### config.mk
export PLATFORM = sky130hd
export DESIGN_NAME = yuyv_to_rgb888_converter
export DESIGN_NICKNAME = d
export VERILOG_FILES = /design/src/design/y2r_pkg.sv /design/src/design/y2r_chroma.sv /design/src/design/y2r_lane.sv /design/src/design/yuyv_to_rgb888_converter.sv
export SDC_FILE = /design/constraint.sdc
export NUM_CORES = 1
export LEC_CHECK = 0
export BUFFER_PORTS_ARGS = -buffer_cell sky130_fd_sc_hd__buf_2
export CAP_MARGIN = 20
export CELL_PAD_IN_SITES_DETAIL_PLACEMENT = 1
export CELL_PAD_IN_SITES_GLOBAL_PLACEMENT = 1
export CORE_MARGIN = 2
export CORE_UTILIZATION = 35
export CTS_BUF_LIST = sky130_fd_sc_hd__clkbuf_4 sky130_fd_sc_hd__clkbuf_8
export DETAILED_ROUTE_END_ITERATION = 8
export PLACE_DENSITY = 0.61
export REMOVE_ABC_BUFFERS = 1
export SYNTH_ARGS = -nofsm -noshare
export SYNTH_HDL_FRONTEND = slang
export SYNTH_HIERARCHICAL = 1
export SYNTH_SLANG_ARGS = --single-unit
### constraint.sdc
create_clock -name i_clk -period 13.3 [get_ports i_clk]
set_input_delay 0.665 -clock i_clk [delete_from_list [all_inputs] [get_ports i_clk]]
set_output_delay 0.665 -clock i_clk [all_outputs]
set_load 0.01 [all_outputs]
### src/design/y2r_pkg.sv
// shared types and constants for the yuyv to rgb888 converter
`default_nettype none

package y2r_pkg;

    localparam int unsigned TERM_W = 19;

    typedef logic signed [TERM_W-1:0] t_term;

    localparam logic [7:0] LUMA_OFFSET   = 8'd16;
    localparam logic [7:0] CHROMA_OFFSET = 8'd128;
    localparam logic [7:0] CHANNEL_MAX   = 8'd255;
    localparam t_term      ROUND_BIAS    = 19'sd128;
    localparam t_term      COEF_LUMA     = 19'sd298;
    localparam t_term      COEF_R_V      = 19'sd409;
    localparam t_term      COEF_G_U      = 19'sd100;
    localparam t_term      COEF_G_V      = 19'sd208;
    localparam t_term      COEF_B_U      = 19'sd516;

    typedef struct packed {
        logic [7:0] luma_first;
        logic [7:0] chroma_blue;
        logic [7:0] luma_second;
        logic [7:0] chroma_red;
        logic       tail_single;
        logic       red_chroma_present;
    } t_yuyv_req;

    typedef struct packed {
        logic [7:0] red_first;
        logic [7:0] green_first;
        logic [7:0] blue_first;
        logic [7:0] red_second;
        logic [7:0] green_second;
        logic [7:0] blue_second;
        logic       second_valid;
    } t_rgb_res;

    typedef struct packed {
        t_term red;
        t_term green;
        t_term blue;
    } t_chroma_terms;

    typedef struct packed {
        logic [7:0] red;
        logic [7:0] green;
        logic [7:0] blue;
    } t_pixel;

endpackage

`default_nettype wire

### src/design/y2r_chroma.sv
// shared chroma term stage: registered r, g, b chroma contributions
`default_nettype none

module y2r_chroma (
    input  wire logic                   i_clk,
    input  wire logic                   i_en,
    input  wire logic [7:0]             i_chroma_blue,
    input  wire logic [7:0]             i_chroma_red,
    input  wire logic                   i_tail_single,
    input  wire logic                   i_red_chroma_present,
    output y2r_pkg::t_chroma_terms      o_terms
);

    logic signed [9:0]      d;
    logic signed [9:0]      e;
    y2r_pkg::t_term         dx;
    y2r_pkg::t_term         ex;
    y2r_pkg::t_chroma_terms n_terms;
    y2r_pkg::t_chroma_terms r_terms;

    always_comb begin
        d = $signed({2'b00, i_chroma_blue}) - $signed({2'b00, y2r_pkg::CHROMA_OFFSET});
        if (i_tail_single && !i_red_chroma_present) begin
            e = 10'sd0;
        end else begin
            e = $signed({2'b00, i_chroma_red}) - $signed({2'b00, y2r_pkg::CHROMA_OFFSET});
        end
        dx = y2r_pkg::t_term'(d);
        ex = y2r_pkg::t_term'(e);
        n_terms.red   = ex * y2r_pkg::COEF_R_V;
        n_terms.green = 19'sd0 - dx * y2r_pkg::COEF_G_U - ex * y2r_pkg::COEF_G_V;
        n_terms.blue  = dx * y2r_pkg::COEF_B_U;
    end

    always_ff @(posedge i_clk) begin
        if (i_en) begin
            r_terms <= n_terms;
        end
    end

    assign o_terms = r_terms;

endmodule

`default_nettype wire

### src/design/y2r_lane.sv
// one pixel lane: registered luma term, then sum, round and clamp per channel
`default_nettype none

module y2r_lane (
    input  wire logic                   i_clk,
    input  wire logic                   i_en,
    input  wire logic [7:0]             i_luma,
    input  wire y2r_pkg::t_chroma_terms i_terms,
    output y2r_pkg::t_pixel             o_pixel
);

    logic [7:0]     c;
    y2r_pkg::t_term n_luma_term;
    y2r_pkg::t_term r_luma_term;

    function automatic logic [7:0] clamp_channel(input y2r_pkg::t_term sum);
        y2r_pkg::t_term t;
        t = sum + y2r_pkg::ROUND_BIAS;
        if (t[y2r_pkg::TERM_W-1]) begin
            return 8'd0;
        end else if (t[y2r_pkg::TERM_W-2:16] != '0) begin
            return y2r_pkg::CHANNEL_MAX;
        end else begin
            return t[15:8];
        end
    endfunction

    always_comb begin
        c = (i_luma < y2r_pkg::LUMA_OFFSET) ? 8'd0 : i_luma - y2r_pkg::LUMA_OFFSET;
        n_luma_term = y2r_pkg::t_term'($signed({1'b0, c})) * y2r_pkg::COEF_LUMA;
    end

    always_ff @(posedge i_clk) begin
        if (i_en) begin
            r_luma_term <= n_luma_term;
        end
    end

    always_comb begin
        o_pixel.red   = clamp_channel(r_luma_term + i_terms.red);
        o_pixel.green = clamp_channel(r_luma_term + i_terms.green);
        o_pixel.blue  = clamp_channel(r_luma_term + i_terms.blue);
    end

endmodule

`default_nettype wire

### src/design/yuyv_to_rgb888_converter.sv
// top level: yuyv macropixel to two rgb888 pixels (one on a tail), two lanes and merge register
// an accepted request is registered in stage one (luma and chroma terms), then in the result register
// throughput: one request per cycle, sustained while the output is not stalled
// the result register holds while stalled; stage one can still take one request behind it
// synchronous active-low reset clears the valid flags of both stages
`default_nettype none

module yuyv_to_rgb888_converter (
    input  wire logic                i_clk,
    input  wire logic                i_rst_n,
    input  wire logic                i_valid,
    output logic                     o_stall,
    input  wire y2r_pkg::t_yuyv_req  i_req,
    output logic                     o_valid,
    input  wire logic                i_stall,
    output y2r_pkg::t_rgb_res        o_res
);

    logic                   adv_out;
    logic                   adv_s1;
    logic                   load_s1;
    logic                   r_s1_valid;
    logic                   n_s1_valid;
    logic                   r_s1_tail;
    logic                   r_out_valid;
    logic                   n_out_valid;
    y2r_pkg::t_rgb_res      r_out;
    y2r_pkg::t_rgb_res      n_out;
    y2r_pkg::t_chroma_terms terms;
    y2r_pkg::t_pixel        pix_first;
    y2r_pkg::t_pixel        pix_second;

    assign adv_out = !r_out_valid || !i_stall;
    assign adv_s1  = !r_s1_valid || adv_out;
    assign load_s1 = adv_s1 && i_valid;
    assign o_stall = !adv_s1;

    y2r_chroma u_chroma (
        .i_clk                (i_clk),
        .i_en                 (load_s1),
        .i_chroma_blue        (i_req.chroma_blue),
        .i_chroma_red         (i_req.chroma_red),
        .i_tail_single        (i_req.tail_single),
        .i_red_chroma_present (i_req.red_chroma_present),
        .o_terms              (terms)
    );

    y2r_lane u_lane_first (
        .i_clk   (i_clk),
        .i_en    (load_s1),
        .i_luma  (i_req.luma_first),
        .i_terms (terms),
        .o_pixel (pix_first)
    );

    y2r_lane u_lane_second (
        .i_clk   (i_clk),
        .i_en    (load_s1),
        .i_luma  (i_req.luma_second),
        .i_terms (terms),
        .o_pixel (pix_second)
    );

    // merge lanes; tail drops the second pixel
    always_comb begin
        n_out.red_first   = pix_first.red;
        n_out.green_first = pix_first.green;
        n_out.blue_first  = pix_first.blue;
        if (r_s1_tail) begin
            n_out.red_second   = 8'd0;
            n_out.green_second = 8'd0;
            n_out.blue_second  = 8'd0;
            n_out.second_valid = 1'b0;
        end else begin
            n_out.red_second   = pix_second.red;
            n_out.green_second = pix_second.green;
            n_out.blue_second  = pix_second.blue;
            n_out.second_valid = 1'b1;
        end
    end

    assign n_s1_valid  = adv_s1 ? i_valid : r_s1_valid;
    assign n_out_valid = adv_out ? r_s1_valid : r_out_valid;

    always_ff @(posedge i_clk) begin
        if (!i_rst_n) begin
            r_s1_valid  <= 1'b0;
            r_out_valid <= 1'b0;
        end else begin
            r_s1_valid  <= n_s1_valid;
            r_out_valid <= n_out_valid;
        end
    end

    always_ff @(posedge i_clk) begin
        if (load_s1) begin
            r_s1_tail <= i_req.tail_single;
        end
        if (adv_out && r_s1_valid) begin
            r_out <= n_out;
        end
    end

    assign o_valid = r_out_valid;
    assign o_res   = r_out;

endmodule

`default_nettype wire

Yosys cells after proc, flatten, opt, wreduce, memory -nomap -nowiden

Cells that the tools add are included.

Reductions and logical operators: 19
$mul: 6
Multiplexer cells: 10
Add/subtract/negate cells: 18
Magnitude comparators: 2

Operators with widths:

| cell                                                | count |
|---|---|
| adder 19 bit                                        | 6 |
| adder 19 x 9 -> 19 bit, second input constant       | 6 |
| 2-to-1 mux 8 bit                                    | 8 |
| multiplier 8 x 8 -> 16 bit, second input constant   | 2 |
| multiplier 10 x 10 -> 19 bit, second input constant | 1 |
| subtractor 1 x 19 -> 19 bit, first input constant   | 1 |
| subtractor 19 bit                                   | 1 |
| subtractor 8 x 8 -> 9 bit, second input constant    | 2 |
| multiplier 9 x 9 -> 17 bit, second input constant   | 1 |
| < comparator 8 x 5 -> 1 bit, second input constant  | 2 |
| subtractor 8 x 5 -> 8 bit, second input constant    | 2 |
| multiplier 10 x 5 -> 15 bit, second input constant  | 1 |
| multiplier 9 x 6 -> 15 bit, second input constant   | 1 |
| nonzero test 2 bit                                  | 6 |
| 2-to-1 mux 10 bit                                   | 1 |
| OR reduction 2 bit                                  | 3 |
| logical NOT 1 bit                                   | 5 |
| logical AND 1 bit                                   | 3 |
| logical OR 1 bit                                    | 2 |
| 2-to-1 mux 1 bit                                    | 1 |

Input bits: 38
Register bits after elaboration: 143
Word-level logic and storage cells: 70

Logic depth before layout (Yosys ltp)

Gate-level depths: netlist of the first run.

Depth after elaboration: 5
Depth in mapped cells: 22

Cells and area by module

The synthesis of the first run kept the hierarchy.

By module, submodules not included:

| module                   | cells each | times used | area an instance (um^2) |
|---|---|---|---|
| y2r_chroma               | 577        | 1          | 5873.1 |
| y2r_lane (u_lane_first)  | 440        | 1          | 3936.3 |
| y2r_lane (u_lane_second) | 423        | 1          | 3876.2 |
| yuyv_to_rgb888_converter | 85         | 1          | 1755.4 |

Worst setup path after synthesis of the first run

OpenSTA, ideal clock, no wires.

Path type: input-to-reg
From: input i_req[0] (netlist bit)
To: register u_chroma.r_terms, in the netlist u_chroma/o_terms[37] (data pin)
Stages: 18
Arrival: 5.279 ns
Path buffers: 1
Setup slack: 7.751 ns
Path through: nand2b_1 > nand2b_1 > buf_4 > clkinvlp_2 > fa_1 > inv_1 > fa_1 > inv_1 > ha_1 > a31oi_1 > nor2_1 > o21ai_0 > xnor2_1 > ha_1 > nand2_1 > or3_2 > o21ai_0 > xor3_1

RTL lines:

| element              | RTL line                       | RTL |
|---|---|---|
| from (decl)          | yuyv_to_rgb888_converter.sv:13 | `input wire y2r_pkg::t_yuyv_req i_req,` |
| to (signal assigned) | y2r_chroma.sv:37               | `r_terms <= n_terms;` |
| to (decl)            | y2r_chroma.sv:19               | `y2r_pkg::t_chroma_terms r_terms;` |

==> run_results.csv, run 1 <==
group,metric,value,unit
floorplan,rows,76,
min_path,hold_path_startpoint,"i_req[1]",
setup_path,required,13.53,ns
setup_path,path_max_fanout,23,
sta,whs,0.382,ns
cts,cts_setup_buffers,0,
floorplan,dieArea,45700,sq um
route,antenna_left,0,
placed_design,dp.cells,2190,
route,drt_wl_total,37300,microns
synthesis,avgSynthCellArea,10.1,sq um
setup_path,r2r_slack,9.73,ns
power_and_ir_drop,intPower,2.08,mW
sta,worstMarginPinSlew,0.986,ns
setup_path,worstSetupStartpointType,"input port",
sta,fin_tns_setup,0,ns
route,drt-initial-drc-count,332,
min_path,hp-class,"input port to flop",
global_route,grt_pass1_vias,11500,
sta,fmax,175,MHz
power_and_ir_drop,seq_power_share,21.1,%
sta,rsz0062_at_grt,"no",
route,drt_pre_antenna_iters,4,
power_and_ir_drop,combinationalPowerShare,70.3,%
job,maxCapViolCount,0,
global_route,antenna_found_initial,1,
setup_path,cpPeakStageDelay,0.82,ns
power_and_ir_drop,swShare,47.1,%
floorplan,initial_core_util,35.6,%
global_route,grt_max_degree,62,
setup_path,regToRegStartpoint,"u_lane_first/r_luma_term[6]",
sta,finalClockSkew,0.0143,ns
setup_path,endpoint_kind,"flop",
cts,clk_pin_slew_worst_paths,0.09,ns
power_and_ir_drop,p_per_area,232,nW/um^2
cts,ctsResizeCount,0,
sta,slew_violations,0,
synthesis,syn_inst,1522,
synthesis,syn_area,15400,sq um
cells_and_area,final_cells,2221,
global_route,grt.total_usage,17.1,%
global_route,gr-total-overflow,0,
sta,hold_viol_final,0,
sta,setup_viol,0,
setup_path,cp_top_family,"adder cells",
floorplan,die_y,214,microns
sta,period_share,43.0,%
cts,clock_latency,0.48,ns
cts,cts_root_buf,"clkbuf_8",
cells_and_area,final_common_cell,"ha_1",
cts,cts_buffers,17,
placed_design,port-buffer-count,88,
setup_path,critical_path.slowest_cell,"fa_1",
placed_design,hpwl,32100,microns
power_and_ir_drop,clockPowerShare,8.7,%
cells_and_area,syn2layout_area_growth,9.96,%
cts,cts.sinks,135,
power_and_ir_drop,power_switching,1.84,mW
placed_design,routabilityCongestion,0.821,
setup_path,reg2reg_to,"o_res[28]",
global_route,grt_pass1_wl,60000,microns
synthesis,synth_warnings,6,
cts,cts_hold_buf,0,
floorplan,coreArea,43300,sq um
min_path,whs_endpoint,"r_s1_tail",
floorplan,io_pins,89,
cells_and_area,drive_above_1_share,10.8,%
cts,htreeDepth,4,
cells_and_area,mostFrequentLayoutCells,"ha_1 (360), inv_1 (185), edfxtp_1 (133)",
sta,fin_crit,5.72,ns
route,drc_errors,0,
route,avgViaCountPerCell,5.01,
cts,clockBufferDepth,2,
setup_path,cp_cell_sequence,"buf_2 > nand2b_1 > nand2b_1 > buf_4 > clkinvlp_2 > fa_1 > inv_1 > fa_1 > inv_1 > ha_1 > a31oi_1 > nor2_1 > o21ai_0 > xnor2_1 > ha_1 > nand2_1 > or3_2 > o21ai_0 > xor3_1",
power_and_ir_drop,vdd_drop_max,0.102,mV
cells_and_area,final_util,39.1,%
route,vias,11100,
setup_path,critPathBufInv,5,
setup_path,arrival,5.95,ns
status,outcome,"completed",
cells_and_area,final_nets,2072,
min_path,whs_path_depth,1,
cts,tritoncts,"built",
setup_path,ff2ff_path_depth,10,
sta,worst_slew_margin_rel,34.1,%
route,wl_per_cell,16.8,microns
power_and_ir_drop,cellLeakagePower,8.00,nW
floorplan,die_w,214,microns
setup_path,crit_type,"input port to flop",
metal layers:
metal | share of wire (%) | vias up | GRT usage (%)
li1 | - | 5602 | -
met1 | 48 | 5402 | 22.3
met2 | 49 | 94 | 29.6
met3 | 1.6 | 26 | 1.90
met4 | 1.7 | 0 | 5.03
met5 | 0 | - | 0
stage by stage:
stage	total power [mW]	setup WS [ns]	instance area, sq um
3_3_place_gp	3.54	7.20	16600
2_1_floorplan	2.91	6.74	15300
4_1_cts	3.97	7.53	16900
5_1_grt	4.34	7.14	16900
6_report	3.92	7.58	16900
3_5_place_dp	3.60	6.99	16600
layout make-up:
| cell class | instances | area, sq um |
|---|---|---|
| fillers | 4909 | 26300 |
| multi-input cells | 1192 | 10600 |
| flip-flops and latches | 135 | 4030 |
| well taps | 585 | 732 |
| inverters | 187 | 704 |
| repair buffers | 91 | 463 |
| clock buffers | 18 | 241 |
| clock inverters | 12 | 131 |
| diodes | 1 | 2.50 |
sequential cells by signal (all words and copies together), names as in the netlist:
register and count:
r_s1_valid 1, o_valid 1, u_lane_second/r_luma_term 16, r_s1_tail 1
o_res 49, u_chroma/o_terms 51, u_lane_first/r_luma_term 16
worst max-delay path by stage:
stage	startpoint	endpoint	slack, ns	cells after the start
2_1_floorplan	i_req[0]	u_chroma/o_terms[37]	6.74	17
3_3_place_gp	i_req[0]	u_chroma/o_terms[37]	7.20	19
3_5_place_dp	i_req[0]	u_chroma/o_terms[37]	6.99	19
4_1_cts	i_req[0]	u_chroma/o_terms[37]	7.53	19
5_1_grt	i_req[0]	u_chroma/o_terms[37]	7.14	19
6_report	i_req[0]	u_chroma/o_terms[37]	7.58	19
worst register-to-register path, stage by stage, from the launching register on:
cell      delay [ns]
edfxtp_1        0.49
ha_1            0.32
ha_1            0.33
a21oi_1         0.15
o21ai_0         0.19
o31ai_1         0.39
o31ai_1         0.20
a31o_2          0.31
or4b_1          0.51
nand3_1         0.26
a21oi_1         0.14
power by group through the flow:
stage | Combinational, mW | Clock, mW | Sequential [mW]
floorplan | 2.14 | 0 | 0.771
global placement | 2.70 | 0 | 0.838
finish | 2.75 | 0.339 | 0.827
CTS | 2.79 | 0.355 | 0.832
detailed placement | 2.76 | 0 | 0.841
global route | 3.13 | 0.368 | 0.839
Power figures use the tool's default switching activity.
==> inputs of run 2 (changes only) <==
ABC_AREA = 1   (was not set)
PLACE_DENSITY = 0.66   (was 0.61)
clock period = 4.8 ns   (was 13.3 ns; I/O delays follow)
==> run 2 against run 1 <==
  * Sequential share of layout area fell by 4.8 points
  * Count of clock-buffer cells in the layout did not move
  * First-iteration DRC count rose by 86%
  * Clock skew rose by 0.012 ns
  * Synthesized area rose by 24%
  * Die area rose by 24%
  * Global-route usage rose by 2.8 points
  * Flip-flop and latch count did not move
  * Largest cell class unchanged
  * Largest power group unchanged
==> run_results.csv, run 2 <==
group,metric,value,unit
route,avgViaCountPerCell,4.83,
cts,cts_root_buf,"clkbuf_8",
route,drt_wl_total,55300,microns
floorplan,io_pins,89,
cells_and_area,num-fill-cells,6711,
synthesis,syn_area,19100,sq um
setup_path,path_max_fanout,6,
global_route,grt.total_usage,19.9,%
cells_and_area,syn2layout_area_growth,10.8,%
floorplan,coreArea,53900,sq um
placed_design,port-buffer-count,88,
cts,clockBufferDepth,2,
setup_path,crit_type,"input port to flop",
route,vias,16600,
placed_design,routabilityCongestion,0.884,
power_and_ir_drop,cellLeakagePower,11.8,nW
cts,cts.sinks,135,
setup_path,required,5.12,ns
floorplan,dieArea,56500,sq um
global_route,antenna_found_initial,1,
floorplan,initial_core_util,35.5,%
floorplan,die_w,238,microns
sta,setup_viol,0,
cts,tritoncts,"built",
cts,clock_latency,0.55,ns
placed_design,pre_cts_ws,0.00338,ns
min_path,hp-class,"input port to flop",
power_and_ir_drop,p_per_area,698,nW/um^2
sta,period_share,95.8,%
synthesis,syn_inst,2592,
sta,worstMarginPinSlew,0.722,ns
sta,hold_viol_final,0,
cts,cts_buffers,17,
route,wl_per_cell,16.1,microns
job,maxCapViolCount,0,
sta,worst_slew_margin_rel,51.8,%
setup_path,arrival,4.92,ns
sta,fin_crit,4.60,ns
status,outcome,"completed",
cells_and_area,final_nets,3172,
cts,htreeDepth,4,
route,drt_pre_antenna_iters,4,
route,drc_errors,0,
min_path,whs_path_depth,3,
power_and_ir_drop,vdd_drop_max,0.288,mV
route,drt-initial-drc-count,618,
floorplan,rows,85,
synthesis,synth_warnings,6,
global_route,gr-total-overflow,0,
sta,slew_violations,0,
cells_and_area,drive_above_1_share,11.9,%
sta,rsz0062_at_grt,"yes",
synthesis,avgSynthCellArea,7.38,sq um
global_route,grt_max_degree,52,
sta,fin_ws,0.199,ns
global_route,grt_pass1_vias,16700,
cells_and_area,largest_reg_flops,51,
sta,finalClockSkew,0.0261,ns
placed_design,hpwl,48400,microns
min_path,hold_path_startpoint,"i_stall",
route,antenna_left,0,
floorplan,die_y,238,microns
cells_and_area,mostFrequentLayoutCells,"nand2_1 (644), inv_1 (558), ha_1 (349)",
setup_path,ff2ff_path_depth,14,
setup_path,crit_start,"i_req[1]",
setup_path,endpoint_kind,"flop",
setup_path,worstSetupStartpointType,"input port",
cts,clk_pin_slew_worst_paths,0.10,ns
sta,fin_tns_setup,0,ns
sta,fmax,217,MHz
global_route,grt_pass1_wl,88200,microns
setup_path,regToRegStartpoint,"u_lane_second/r_luma_term[11]",
cells_and_area,final_common_cell,"nand2_1",
## run 2: layer usage
| metal | vias to the layer above | track usage [%] | routed length [microns] |
|---|---|---|---|
| met1 | 7859 | 27.2 | 27300 |
| met3 | 41 | 2.93 | 1660 |
| met4 | 0 | 4.36 | 736 |
| li1 | 8505 | - | - |
| met5 | - | 0 | 0 |
| met2 | 170 | 33.1 | 25600 |
## run 2: where the power goes
part	switching, mW	total [mW]	leakage (nW)	internal, mW
combinational	7.45	11.5	10.3	4.01
sequential	0.434	2.32	1.31	1.89
clock	0.543	1.01	0.188	0.469
## run 2: stage by stage
| step | cell area [sq um] | hold slack [ns] | util (%) | cells | total power [mW] |
|---|---|---|---|---|---|
| floorplan | 19100 | 0.339 | - | 2586 | 10.6 |
| global placement | 20500 | 0.435 | 38.0 | 3385 | 13.4 |
| detailed placement | 20500 | 0.436 | 38.0 | 3385 | 13.7 |
| CTS | 21000 | 0.0340 | 38.9 | 3428 | 14.8 |
| global route | 21200 | 0.102 | 39.3 | 3434 | 16.5 |
| finish | 21200 | 0.108 | 39.3 | 3435 | 14.8 |
## run 2: layout make-up
cell class | count | area, sq um | share of cell area [%]
inverters | 574 | 2160 | 10.2
clock inverters | 14 | 150 | 0.709
diodes | 2 | 5.00 | 0.0236
flip-flops and latches | 135 | 4030 | 19.0
clock buffers | 18 | 241 | 1.14
repair buffers | 119 | 706 | 3.33
multi-input cells | 1877 | 13000 | 61.5
well taps | 696 | 871 | 4.11
## run 2: critical path: stages
cell and delay, ns:
dlygate4sd3_1 0.52, buf_2 0.11, inv_1 0.06, nor2_4 0.24, inv_2 0.09, nand2_1 0.13
inv_2 0.09, ha_1 0.20, fa_1 0.53, inv_1 0.09, fa_1 0.50, inv_1 0.07
ha_4 0.29, nand2_1 0.05, nor2_1 0.08, nand2_1 0.06, nand3_1 0.11, nand3_1 0.13
nand3_2 0.11, inv_1 0.07, nor2_1 0.13, ha_1 0.29, nand2_1 0.12, inv_1 0.06
a221oi_2 0.23, o211ai_1 0.17, nand3_1 0.11, nand2_1 0.05
## run 2: final timing paths
path                                        endpoint  slack, ns
worst min register to register            r_s1_valid       0.59
worst max-delay path            u_chroma/o_terms[37]       0.20
worst min-delay path                      r_s1_valid       0.11
worst max register to register              o_res[5]       2.10
## run 2: repair_timing
action,in CTS,in global routing
setup buffers,0,5
hold endpoints to repair,10,0
gates resized for setup,0,31
hold buffers,11,0
endpoints found under the setup margin,0,9
